`src/rtl/tpc_pkg.sv`:
```
// Shared types and constants for the two-buffer page cache controller.
// No dependencies; used by every module of the block.
package tpc_pkg;

  localparam int CMD_W    = 2;
  localparam int ADDR_W   = 21;
  localparam int LEN_W    = 11;
  localparam int PAGE_W   = 13;
  localparam int OFF_W    = 10;
  localparam int CFG_W    = 4;
  localparam int CNT_W    = 4;
  localparam int RESULT_CAP = 15;
  localparam int MIN_BITS = 8;
  localparam int MAX_BITS = 10;
  localparam logic [CFG_W-1:0] CFG_RESET = 4'd9;

  typedef enum logic [1:0] {
    CMD_READ  = 2'd0,
    CMD_WRITE = 2'd1,
    CMD_FLUSH = 2'd2,
    CMD_NONE  = 2'd3
  } cmd_t;

  typedef enum logic [1:0] {
    OP_WRITE_BACK = 2'd0,
    OP_LOAD       = 2'd1,
    OP_BUF_WRITE  = 2'd2,
    OP_BUF_READ   = 2'd3
  } op_t;

  typedef struct packed {
    op_t                op;
    logic               sel;
    logic [PAGE_W-1:0]  page;
    logic [OFF_W-1:0]   offset;
    logic [LEN_W-1:0]   len;
  } res_t;

  typedef struct packed {
    logic               clr_dirty;
    logic               load;
    logic               set_dirty;
    logic               set_last;
    logic               sel;
    logic [PAGE_W-1:0]  page;
  } tag_upd_t;

  typedef struct packed {
    logic               hit;
    logic               hit_sel;
    logic               victim;
    logic               wb_need;
    logic [PAGE_W-1:0]  wb_tag;
  } tag_stat_t;

endpackage

```
`src/rtl/tpc_tags.sv`:
```
// Tag, valid, dirty and last-used state of the two page buffers.
// Depends on tpc_pkg for the update and status structs.
module tpc_tags (
  input  logic                       clk,
  input  logic                       rst,
  input  logic [tpc_pkg::PAGE_W-1:0] look_page,
  input  logic                       query_sel,
  input  tpc_pkg::tag_upd_t          upd,
  output tpc_pkg::tag_stat_t         stat
);

  logic [tpc_pkg::PAGE_W-1:0] tag [2];
  logic [1:0]                 valid;
  logic [1:0]                 dirty;
  logic                       last_used;
  logic                       hit0;
  logic                       hit1;

  always_ff @(posedge clk) begin
    if (rst) begin
      tag[0]    <= '0;
      tag[1]    <= '0;
      valid     <= '0;
      dirty     <= '0;
      last_used <= 1'b0;
    end else begin
      if (upd.clr_dirty) dirty[upd.sel] <= 1'b0;
      if (upd.set_dirty) dirty[upd.sel] <= 1'b1;
      if (upd.load) begin
        tag[upd.sel]   <= upd.page;
        valid[upd.sel] <= 1'b1;
      end
      if (upd.set_last) last_used <= upd.sel;
    end
  end

  always_comb begin
    hit0         = valid[0] && (tag[0] == look_page);
    hit1         = valid[1] && (tag[1] == look_page);
    stat.hit     = hit0 || hit1;
    stat.hit_sel = !hit0;
    stat.victim  = ~last_used;
    stat.wb_need = valid[query_sel] && dirty[query_sel];
    stat.wb_tag  = tag[query_sel];
  end

endmodule

```
`src/rtl/tpc_split.sv`:
```
// Address splitter: page number, offset and chunk length of the next chunk.
// Depends on tpc_pkg for field widths.
module tpc_split #(
  parameter int ADDR_BITS = 21
) (
  input  logic [ADDR_BITS-1:0]       addr,
  input  logic [tpc_pkg::LEN_W-1:0]  len,
  input  logic [1:0]                 shift,
  output logic [tpc_pkg::PAGE_W-1:0] page,
  output logic [tpc_pkg::OFF_W-1:0]  offset,
  output logic [tpc_pkg::LEN_W-1:0]  n
);

  logic [ADDR_BITS-1:0]      shifted;
  logic [tpc_pkg::OFF_W-1:0] mask;
  logic [tpc_pkg::LEN_W-1:0] psize;
  logic [tpc_pkg::LEN_W-1:0] room;

  always_comb begin
    case (shift)
      2'd0: begin
        shifted = addr >> 8;
        mask    = 10'h0FF;
        psize   = 11'd256;
      end
      2'd1: begin
        shifted = addr >> 9;
        mask    = 10'h1FF;
        psize   = 11'd512;
      end
      default: begin
        shifted = addr >> 10;
        mask    = 10'h3FF;
        psize   = 11'd1024;
      end
    endcase
    page   = shifted[tpc_pkg::PAGE_W-1:0];
    offset = addr[tpc_pkg::OFF_W-1:0] & mask;
    room   = psize - {1'b0, offset};
    n      = (room > len) ? len : room;
  end

endmodule

```
`src/rtl/two_buffer_page_cache_ctrl_unit.sv`:
```
// Top level of the two-buffer write-back page cache controller.
// Depends on tpc_pkg, tpc_split and tpc_tags.
//
// Usage:
//   A request (command, address, length) is taken at a clock edge where start
//   is high and busy is low. busy stays high until every result of the
//   request has been given.
//   Results appear one per cycle at most on op, buffer_sel, page, offset,
//   chunk_len and last, each marked for a single cycle by result_strobe;
//   last marks the final result of a request. At most 15 results are given.
//   The receiver cannot stall; results must be taken as they appear.
//   Each page chunk goes through split, lookup and access on a hit and
//   through split, lookup, write-back check, load and access on a miss.
//   Each result is held one stage so last can be marked and leaves when the
//   next one is formed or at the end of the request. A flush checks the first
//   buffer and then the second for a write-back.
//   page_offset_bits is written by cfg_write with cfg_data; the user must write
//   it only while idle, as the block itself does not enforce this.
//   Reset (rst, synchronous) empties both buffers, clears dirty marks, makes
//   the first buffer the last used one and sets page_offset_bits to 9.
module two_buffer_page_cache_ctrl_unit #(
  parameter int ADDR_BITS = 21,
  parameter int MAX_LEN   = 1024
) (
  input  logic                       clk,
  input  logic                       rst,
  input  logic                       cfg_write,
  input  logic [tpc_pkg::CFG_W-1:0]  cfg_data,
  input  logic                       start,
  output logic                       busy,
  input  logic [tpc_pkg::CMD_W-1:0]  command,
  input  logic [tpc_pkg::ADDR_W-1:0] address,
  input  logic [tpc_pkg::LEN_W-1:0]  length,
  output logic                       result_strobe,
  output logic [1:0]                 op,
  output logic                       buffer_sel,
  output logic [tpc_pkg::PAGE_W-1:0] page,
  output logic [tpc_pkg::OFF_W-1:0]  offset,
  output logic [tpc_pkg::LEN_W-1:0]  chunk_len,
  output logic                       last
);

  localparam int LenCmpW = ($clog2(MAX_LEN + 1) > tpc_pkg::LEN_W) ?
                           $clog2(MAX_LEN + 1) : tpc_pkg::LEN_W;
  localparam int ExtW    = 32;

  typedef enum logic [3:0] {
    S_IDLE, S_SPLIT, S_LOOK, S_WB, S_LOAD, S_ACC, S_FL0, S_FL1, S_FIN
  } state_t;

  state_t                     state;
  logic [tpc_pkg::CFG_W-1:0]  page_offset_bits;
  logic                       is_write;
  logic [ADDR_BITS-1:0]       addr;
  logic [tpc_pkg::LEN_W-1:0]  len;
  logic [tpc_pkg::PAGE_W-1:0] cur_page;
  logic [tpc_pkg::OFF_W-1:0]  cur_off;
  logic [tpc_pkg::LEN_W-1:0]  cur_n;
  logic                       sel;
  logic [tpc_pkg::CNT_W-1:0]  count;
  logic                       pend_valid;
  tpc_pkg::res_t              pend;

  logic [1:0]                 shift;
  logic [ExtW-1:0]            addr_ext;
  logic [tpc_pkg::LEN_W-1:0]  len_eff;
  logic [tpc_pkg::PAGE_W-1:0] sp_page;
  logic [tpc_pkg::OFF_W-1:0]  sp_off;
  logic [tpc_pkg::LEN_W-1:0]  sp_n;
  logic                       query_sel;
  tpc_pkg::tag_upd_t          upd;
  tpc_pkg::tag_stat_t         stat;
  logic                       cand_valid;
  tpc_pkg::res_t              cand;
  logic                       accept;

  assign accept = start && !busy;
  assign busy   = (state != S_IDLE);

  always_comb begin
    if (page_offset_bits < 4'(tpc_pkg::MIN_BITS)) begin
      shift = 2'd0;
    end else if (page_offset_bits > 4'(tpc_pkg::MAX_BITS)) begin
      shift = 2'd2;
    end else begin
      shift = 2'(page_offset_bits - 4'(tpc_pkg::MIN_BITS));
    end
    addr_ext = {{(ExtW - tpc_pkg::ADDR_W){1'b0}}, address};
    if ({{(LenCmpW - tpc_pkg::LEN_W){1'b0}}, length} > LenCmpW'(MAX_LEN)) begin
      len_eff = tpc_pkg::LEN_W'(MAX_LEN);
    end else begin
      len_eff = length;
    end
  end

  tpc_split #(
    .ADDR_BITS(ADDR_BITS)
  ) u_split (
    .addr  (addr),
    .len   (len),
    .shift (shift),
    .page  (sp_page),
    .offset(sp_off),
    .n     (sp_n)
  );

  tpc_tags u_tags (
    .clk      (clk),
    .rst      (rst),
    .look_page(cur_page),
    .query_sel(query_sel),
    .upd      (upd),
    .stat     (stat)
  );

  always_comb begin
    query_sel  = sel;
    upd        = '0;
    upd.sel    = sel;
    upd.page   = cur_page;
    cand_valid = 1'b0;
    cand.op    = tpc_pkg::OP_WRITE_BACK;
    cand.sel   = sel;
    cand.page  = stat.wb_tag;
    cand.offset = '0;
    cand.len   = '0;
    case (state)
      S_WB: begin
        if (stat.wb_need) begin
          cand_valid    = 1'b1;
          upd.clr_dirty = 1'b1;
        end
      end
      S_LOAD: begin
        cand_valid = 1'b1;
        cand.op    = tpc_pkg::OP_LOAD;
        cand.page  = cur_page;
        upd.load   = 1'b1;
      end
      S_ACC: begin
        cand_valid    = 1'b1;
        cand.op       = is_write ? tpc_pkg::OP_BUF_WRITE : tpc_pkg::OP_BUF_READ;
        cand.page     = cur_page;
        cand.offset   = cur_off;
        cand.len      = cur_n;
        upd.set_dirty = is_write;
        upd.set_last  = 1'b1;
      end
      S_FL0: begin
        query_sel = 1'b0;
        upd.sel   = 1'b0;
        cand.sel  = 1'b0;
        if (stat.wb_need) begin
          cand_valid    = 1'b1;
          upd.clr_dirty = 1'b1;
        end
      end
      S_FL1: begin
        query_sel = 1'b1;
        upd.sel   = 1'b1;
        cand.sel  = 1'b1;
        if (stat.wb_need) begin
          cand_valid    = 1'b1;
          upd.clr_dirty = 1'b1;
        end
      end
      default: begin
      end
    endcase
  end

  always_ff @(posedge clk) begin
    if (rst) begin
      state            <= S_IDLE;
      page_offset_bits <= tpc_pkg::CFG_RESET;
      count            <= '0;
      pend_valid       <= 1'b0;
      result_strobe    <= 1'b0;
    end else begin
      result_strobe <= 1'b0;
      if (cfg_write) page_offset_bits <= cfg_data;

      if (cand_valid && (count < tpc_pkg::CNT_W'(tpc_pkg::RESULT_CAP))) begin
        count <= count + 1'b1;
        pend  <= cand;
        pend_valid <= 1'b1;
        if (pend_valid) begin
          result_strobe <= 1'b1;
          op            <= pend.op;
          buffer_sel    <= pend.sel;
          page          <= pend.page;
          offset        <= pend.offset;
          chunk_len     <= pend.len;
          last          <= 1'b0;
        end
      end

      case (state)
        S_IDLE: begin
          if (accept) begin
            is_write <= (tpc_pkg::cmd_t'(command) == tpc_pkg::CMD_WRITE);
            addr     <= addr_ext[ADDR_BITS-1:0];
            len      <= len_eff;
            case (tpc_pkg::cmd_t'(command))
              tpc_pkg::CMD_READ, tpc_pkg::CMD_WRITE: begin
                state <= (len_eff == '0) ? S_FIN : S_SPLIT;
              end
              tpc_pkg::CMD_FLUSH: state <= S_FL0;
              default:            state <= S_FIN;
            endcase
          end
        end
        S_SPLIT: begin
          cur_page <= sp_page;
          cur_off  <= sp_off;
          cur_n    <= sp_n;
          state    <= S_LOOK;
        end
        S_LOOK: begin
          if (stat.hit) begin
            sel   <= stat.hit_sel;
            state <= S_ACC;
          end else begin
            sel   <= stat.victim;
            state <= S_WB;
          end
        end
        S_WB:   state <= S_LOAD;
        S_LOAD: state <= S_ACC;
        S_ACC: begin
          addr  <= addr + {{(ADDR_BITS - tpc_pkg::LEN_W){1'b0}}, cur_n};
          len   <= len - cur_n;
          state <= (len == cur_n) ? S_FIN : S_SPLIT;
        end
        S_FL0: state <= S_FL1;
        S_FL1: state <= S_FIN;
        S_FIN: begin
          if (pend_valid) begin
            result_strobe <= 1'b1;
            op            <= pend.op;
            buffer_sel    <= pend.sel;
            page          <= pend.page;
            offset        <= pend.offset;
            chunk_len     <= pend.len;
            last          <= 1'b1;
          end
          pend_valid <= 1'b0;
          count      <= '0;
          state      <= S_IDLE;
        end
        default: state <= S_IDLE;
      endcase
    end
  end

endmodule

```
`config.mk`:
```
export PLATFORM = sky130hd
export DESIGN_NAME = two_buffer_page_cache_ctrl_unit
export DESIGN_NICKNAME = d
export VERILOG_FILES = /design/src/rtl/tpc_pkg.sv /design/src/rtl/tpc_tags.sv /design/src/rtl/tpc_split.sv /design/src/rtl/two_buffer_page_cache_ctrl_unit.sv
export SDC_FILE = /design/constraint.sdc
export NUM_CORES = 1
export LEC_CHECK = 0
export ABC_AREA = 1
export BUFFER_PORTS_ARGS = -buffer_cell sky130_fd_sc_hd__buf_4
export CAP_MARGIN = 25
export CORE_UTILIZATION = 48
export DETAILED_ROUTE_END_ITERATION = 8
export PLACE_DENSITY = 0.71
export SYNTH_ARGS = -nofsm -noshare
export SYNTH_HDL_FRONTEND = slang
export SYNTH_SLANG_ARGS = --single-unit
```
`constraint.sdc`:
```
create_clock -name clk -period 3.4 [get_ports clk]
set_input_delay 0.68 -clock clk [delete_from_list [all_inputs] [get_ports clk]]
set_output_delay 0.68 -clock clk [all_outputs]
set_load 0.02 [all_outputs]
```
==> impl_results.md <==
* Max Fanout on Critical Path at 10
* Final Cycle Share at 0.941
* # IOs at 82
* DRT iter0 DRCs at 735
* Worst Setup SP: page_offset_bits[1]
* CTS HTree Levels at 4
* R2R Path Start: page_offset_bits[1]
* Root Driver: clkbuf_16
* Slew Limit Fails at 0
* Commonest cells post-synth: nand2_1, edfxtp_1, inv_1
* Fmax at 313 MHz
* Power Dens Cells at 567 mW/mm^2
* Final worst slack at 0.202 ns
* Routed WL at 24000 microns
* Top cells by area, synth: edfxtp_1, nand2_1, inv_1
* Post-Syn Instances at 1187
* Buffers on Ports at 81
* Die area at 0.0228 sq mm
* CTS buffer count at 17
* Vias per cell at 5.27
* Critical path required time at 3.59 ns
* Gr usage total at 0.220
* Ys Warns at 0
* Starting Density at 0.490
* Post-synth top flop: edfxtp_1
* Post-synth net total at 1266
* Worst Hold Class: reg2reg
* Total grt overflow at 0
* CP Launch Type: flop
* Largest delay contributor family on the critical path: simple AND/OR/NAND/NOR gates
* Number of global-route vias before repair at 7586
* Maximum clock insertion buffer count at 2
* Sequential power share at 0.441
* Vias at 8263
* Peak supply drop at 0.419 mV
* Setup TNS at 0 ns
* Most common cell in the netlist: nand2_1
* Clock share of power at 0.272
* Cell internal pwr at 4.55 mW
* Clk Latency, worst-skew pair at 0.43 ns
* Slew margin rel. at 0.350
* Synth area leader: edfxtp_1
* Layout cells sized above 1 at 0.164
* Die W at 151 microns
* WP buf/inv at 3
* Cell area after layout at 0.0122 sq mm
* CP cell instances: nor2_2, inv_1, nand2_1, nand2_1, inv_1, buf_4, ha_1, nand2_1, nor3_2, nand3_1, nand2_1, xor2_1, ha_1, nand2_1, nor2_1, nor3b_2, nand2_1, nand3_4, nand2_4, nand2_1, o21ai_2
* Flops & latches, synth at 188
* ANT cells at 0
* Hold path depth at 2
* Avg WL per Cell at 15.3 microns
* Site row count at 54
* Worst Path Class, Setup: reg2reg
* Final setup violation count at 0
* Post-synthesis sequential area ratio at 0.512
* Tot Pwr at 6.92 mW
* Least-Margin Pin Slew at 0.975 ns
* Fillers at 1949
* Core area at 0.0218 sq mm
* Worst stage delay on the critical path at 0.32 ns
* # Max-Cap Violations at 0
* CP arrival at 3.39 ns
* Nets at 1355
* Critical-path cell with the highest stage delay: dfxtp_1
* Fin crit period at 3.20 ns
* Pleak at 5.28 nW
* Synth Area per Inst at 8.97 sq um
* Clock skew at 0.0113 ns
* Ys async rst share at 0
* Area after DPL at 0.0116 sq mm
* EDFF count, synth at 169
* Fin Hold WS at 0.467 ns
* Pre-Repair DR Iteration Count at 5
* Area growth syn-to-layout at 14.7%
* Placed Cells at 1529
* Final Hold Fails at 0
* Final Wtd Congestion at 0.933
* Post-Synthesis Cell Area at 0.0107 sq mm
* Clock transition at the registers of the reported paths at 0.07 ns
* RSZ-0062 raised after global routing: no
* Die height at 151 microns
* TritonCTS clock tree: yes
* Post-synth top area share at 0.477
* Non-Filler Instances at 1569
* Combinational power share at 0.287
* Worst r2r path cells at 21
* Residual DRC at 0
* WP depth at 21
* Crit end category: flop
* Post-synth cell types at 43
* Antenna violations before repair at 0
* Pre-CTS WS at 0.0709 ns
* Pin count of the biggest net entering global routing at 64
* Antenna-violating nets left at 0
* Sw Share at 0.343
* Global-route wire length before repair at 38600 microns
* Status: complete, no violations
* Switch Pwr at 2.37 mW
* CTS sink count at 188
* Core Util, Final at 0.561
* Most frequent cell on the critical path: nand2_1
* Detailed placement HPWL at 17800 microns
-- worst reg2reg max path: stages (launching register included) --
cell	delay (ns)
dfxtp_1	0.32
nor2_2	0.13
inv_1	0.08
nand2_1	0.08
nand2_1	0.07
inv_1	0.09
buf_4	0.18
ha_1	0.27
nand2_1	0.10
nor3_2	0.04
nand3_1	0.11
nand2_1	0.07
xor2_1	0.17
ha_1	0.27
nand2_1	0.06
nor2_1	0.18
nor3b_2	0.19
nand2_1	0.11
nand3_4	0.14
nand2_4	0.12
nand2_1	0.12
o21ai_2	0.06
-- routing by layer --
metal	global-route usage	up-vias	part of all wire
li1	-	4159	-
met1	0.316	3805	0.48
met2	0.347	265	0.45
met3	0.0277	34	0.052
met4	0.0635	0	0.015
met5	0	-	0
-- logic make-up after synthesis --
| logic type | after synthesis | synth area share |
|---|---|---|
| fa+ha+maj | 37 | 0.0449 |
| xor+xnor | 19 | 0.0156 |
| buf+inv | 203 | 0.0791 |
| compound gates | 167 | 0.104 |
| mux | 37 | 0.0348 |
| simple gates | 536 | 0.209 |
| flops | 188 | 0.512 |
-- cell type report --
class	count	area (sq um)	share of cell area
tap	280	350	0.0287
multi-input combinational	797	4410	0.361
inverter	166	623	0.0510
timing repair buffer	106	808	0.0662
clock inverter	15	134	0.0110
clock buffer	17	425	0.0348
sequential	188	5460	0.447
-- cells in the final DEF, fill, tap and decap left out, types with 3 or more instances in the layout --
| cell type | Yosys | final |
|---|---|---|
| inv_1 | 160 | 160 |
| o21ai_0 | 46 | 46 |
| a21oi_1 | 32 | 32 |
| o21bai_1 | 4 | 4 |
| nand3b_1 | 3 | 3 |
| o221ai_1 | 11 | 11 |
| xnor2_1 | 8 | 8 |
| clkinv_4 | 0 | 3 |
| nor2_2 | 1 | 5 |
| a21oi_2 | 38 | 38 |
| clkbuf_16 | 0 | 17 |
| mux2i_1 | 37 | 37 |
| a31oi_1 | 5 | 5 |
| inv_2 | 6 | 6 |
| nand2_4 | 2 | 3 |
| o21ai_2 | 10 | 10 |
| nor2_1 | 132 | 127 |
| dfxtp_1 | 19 | 18 |
| nor3_1 | 7 | 6 |
| inv_6 | 0 | 3 |
| o22ai_1 | 14 | 14 |
| nand3_1 | 73 | 73 |
| xor2_1 | 11 | 11 |
| ha_1 | 35 | 35 |
| inv_8 | 0 | 3 |
| buf_4 | 7 | 105 |
| nand2_1 | 291 | 291 |
| edfxtp_1 | 169 | 169 |
| clkinvlp_4 | 0 | 3 |
| nand4_1 | 15 | 15 |
-- power groups by stage --
stage / Sequential (mW) / Clock (mW) / Combinational [mW]
3_3_place_gp: 3.09 / 0 / 1.80
3_5_place_dp: 3.10 / 0 / 1.84
2_1_floorplan: 3.05 / 0 / 1.38
5_1_grt: 3.08 / 1.99 / 2.21
4_1_cts: 3.05 / 1.91 / 1.86
6_report: 3.05 / 1.89 / 1.98
-- final timing paths --
| kind | to | slack, ns |
|---|---|---|
| max reg2reg | cur_n[2] | 0.20 |
| min reg2reg | flop | 0.47 |
| max | cur_n[2] | 0.20 |
| min | flop | 0.47 |
-- what timing repair did --
action                                 in CTS  in global routing
gates resized for setup                     0                  7
setup endpoints to repair                   0                 10
setup buffers                               0                  7
hold buffers                                0                  0
endpoints found under the hold margin       0                  0
Note: power is estimated with default switching activity, not from simulation.
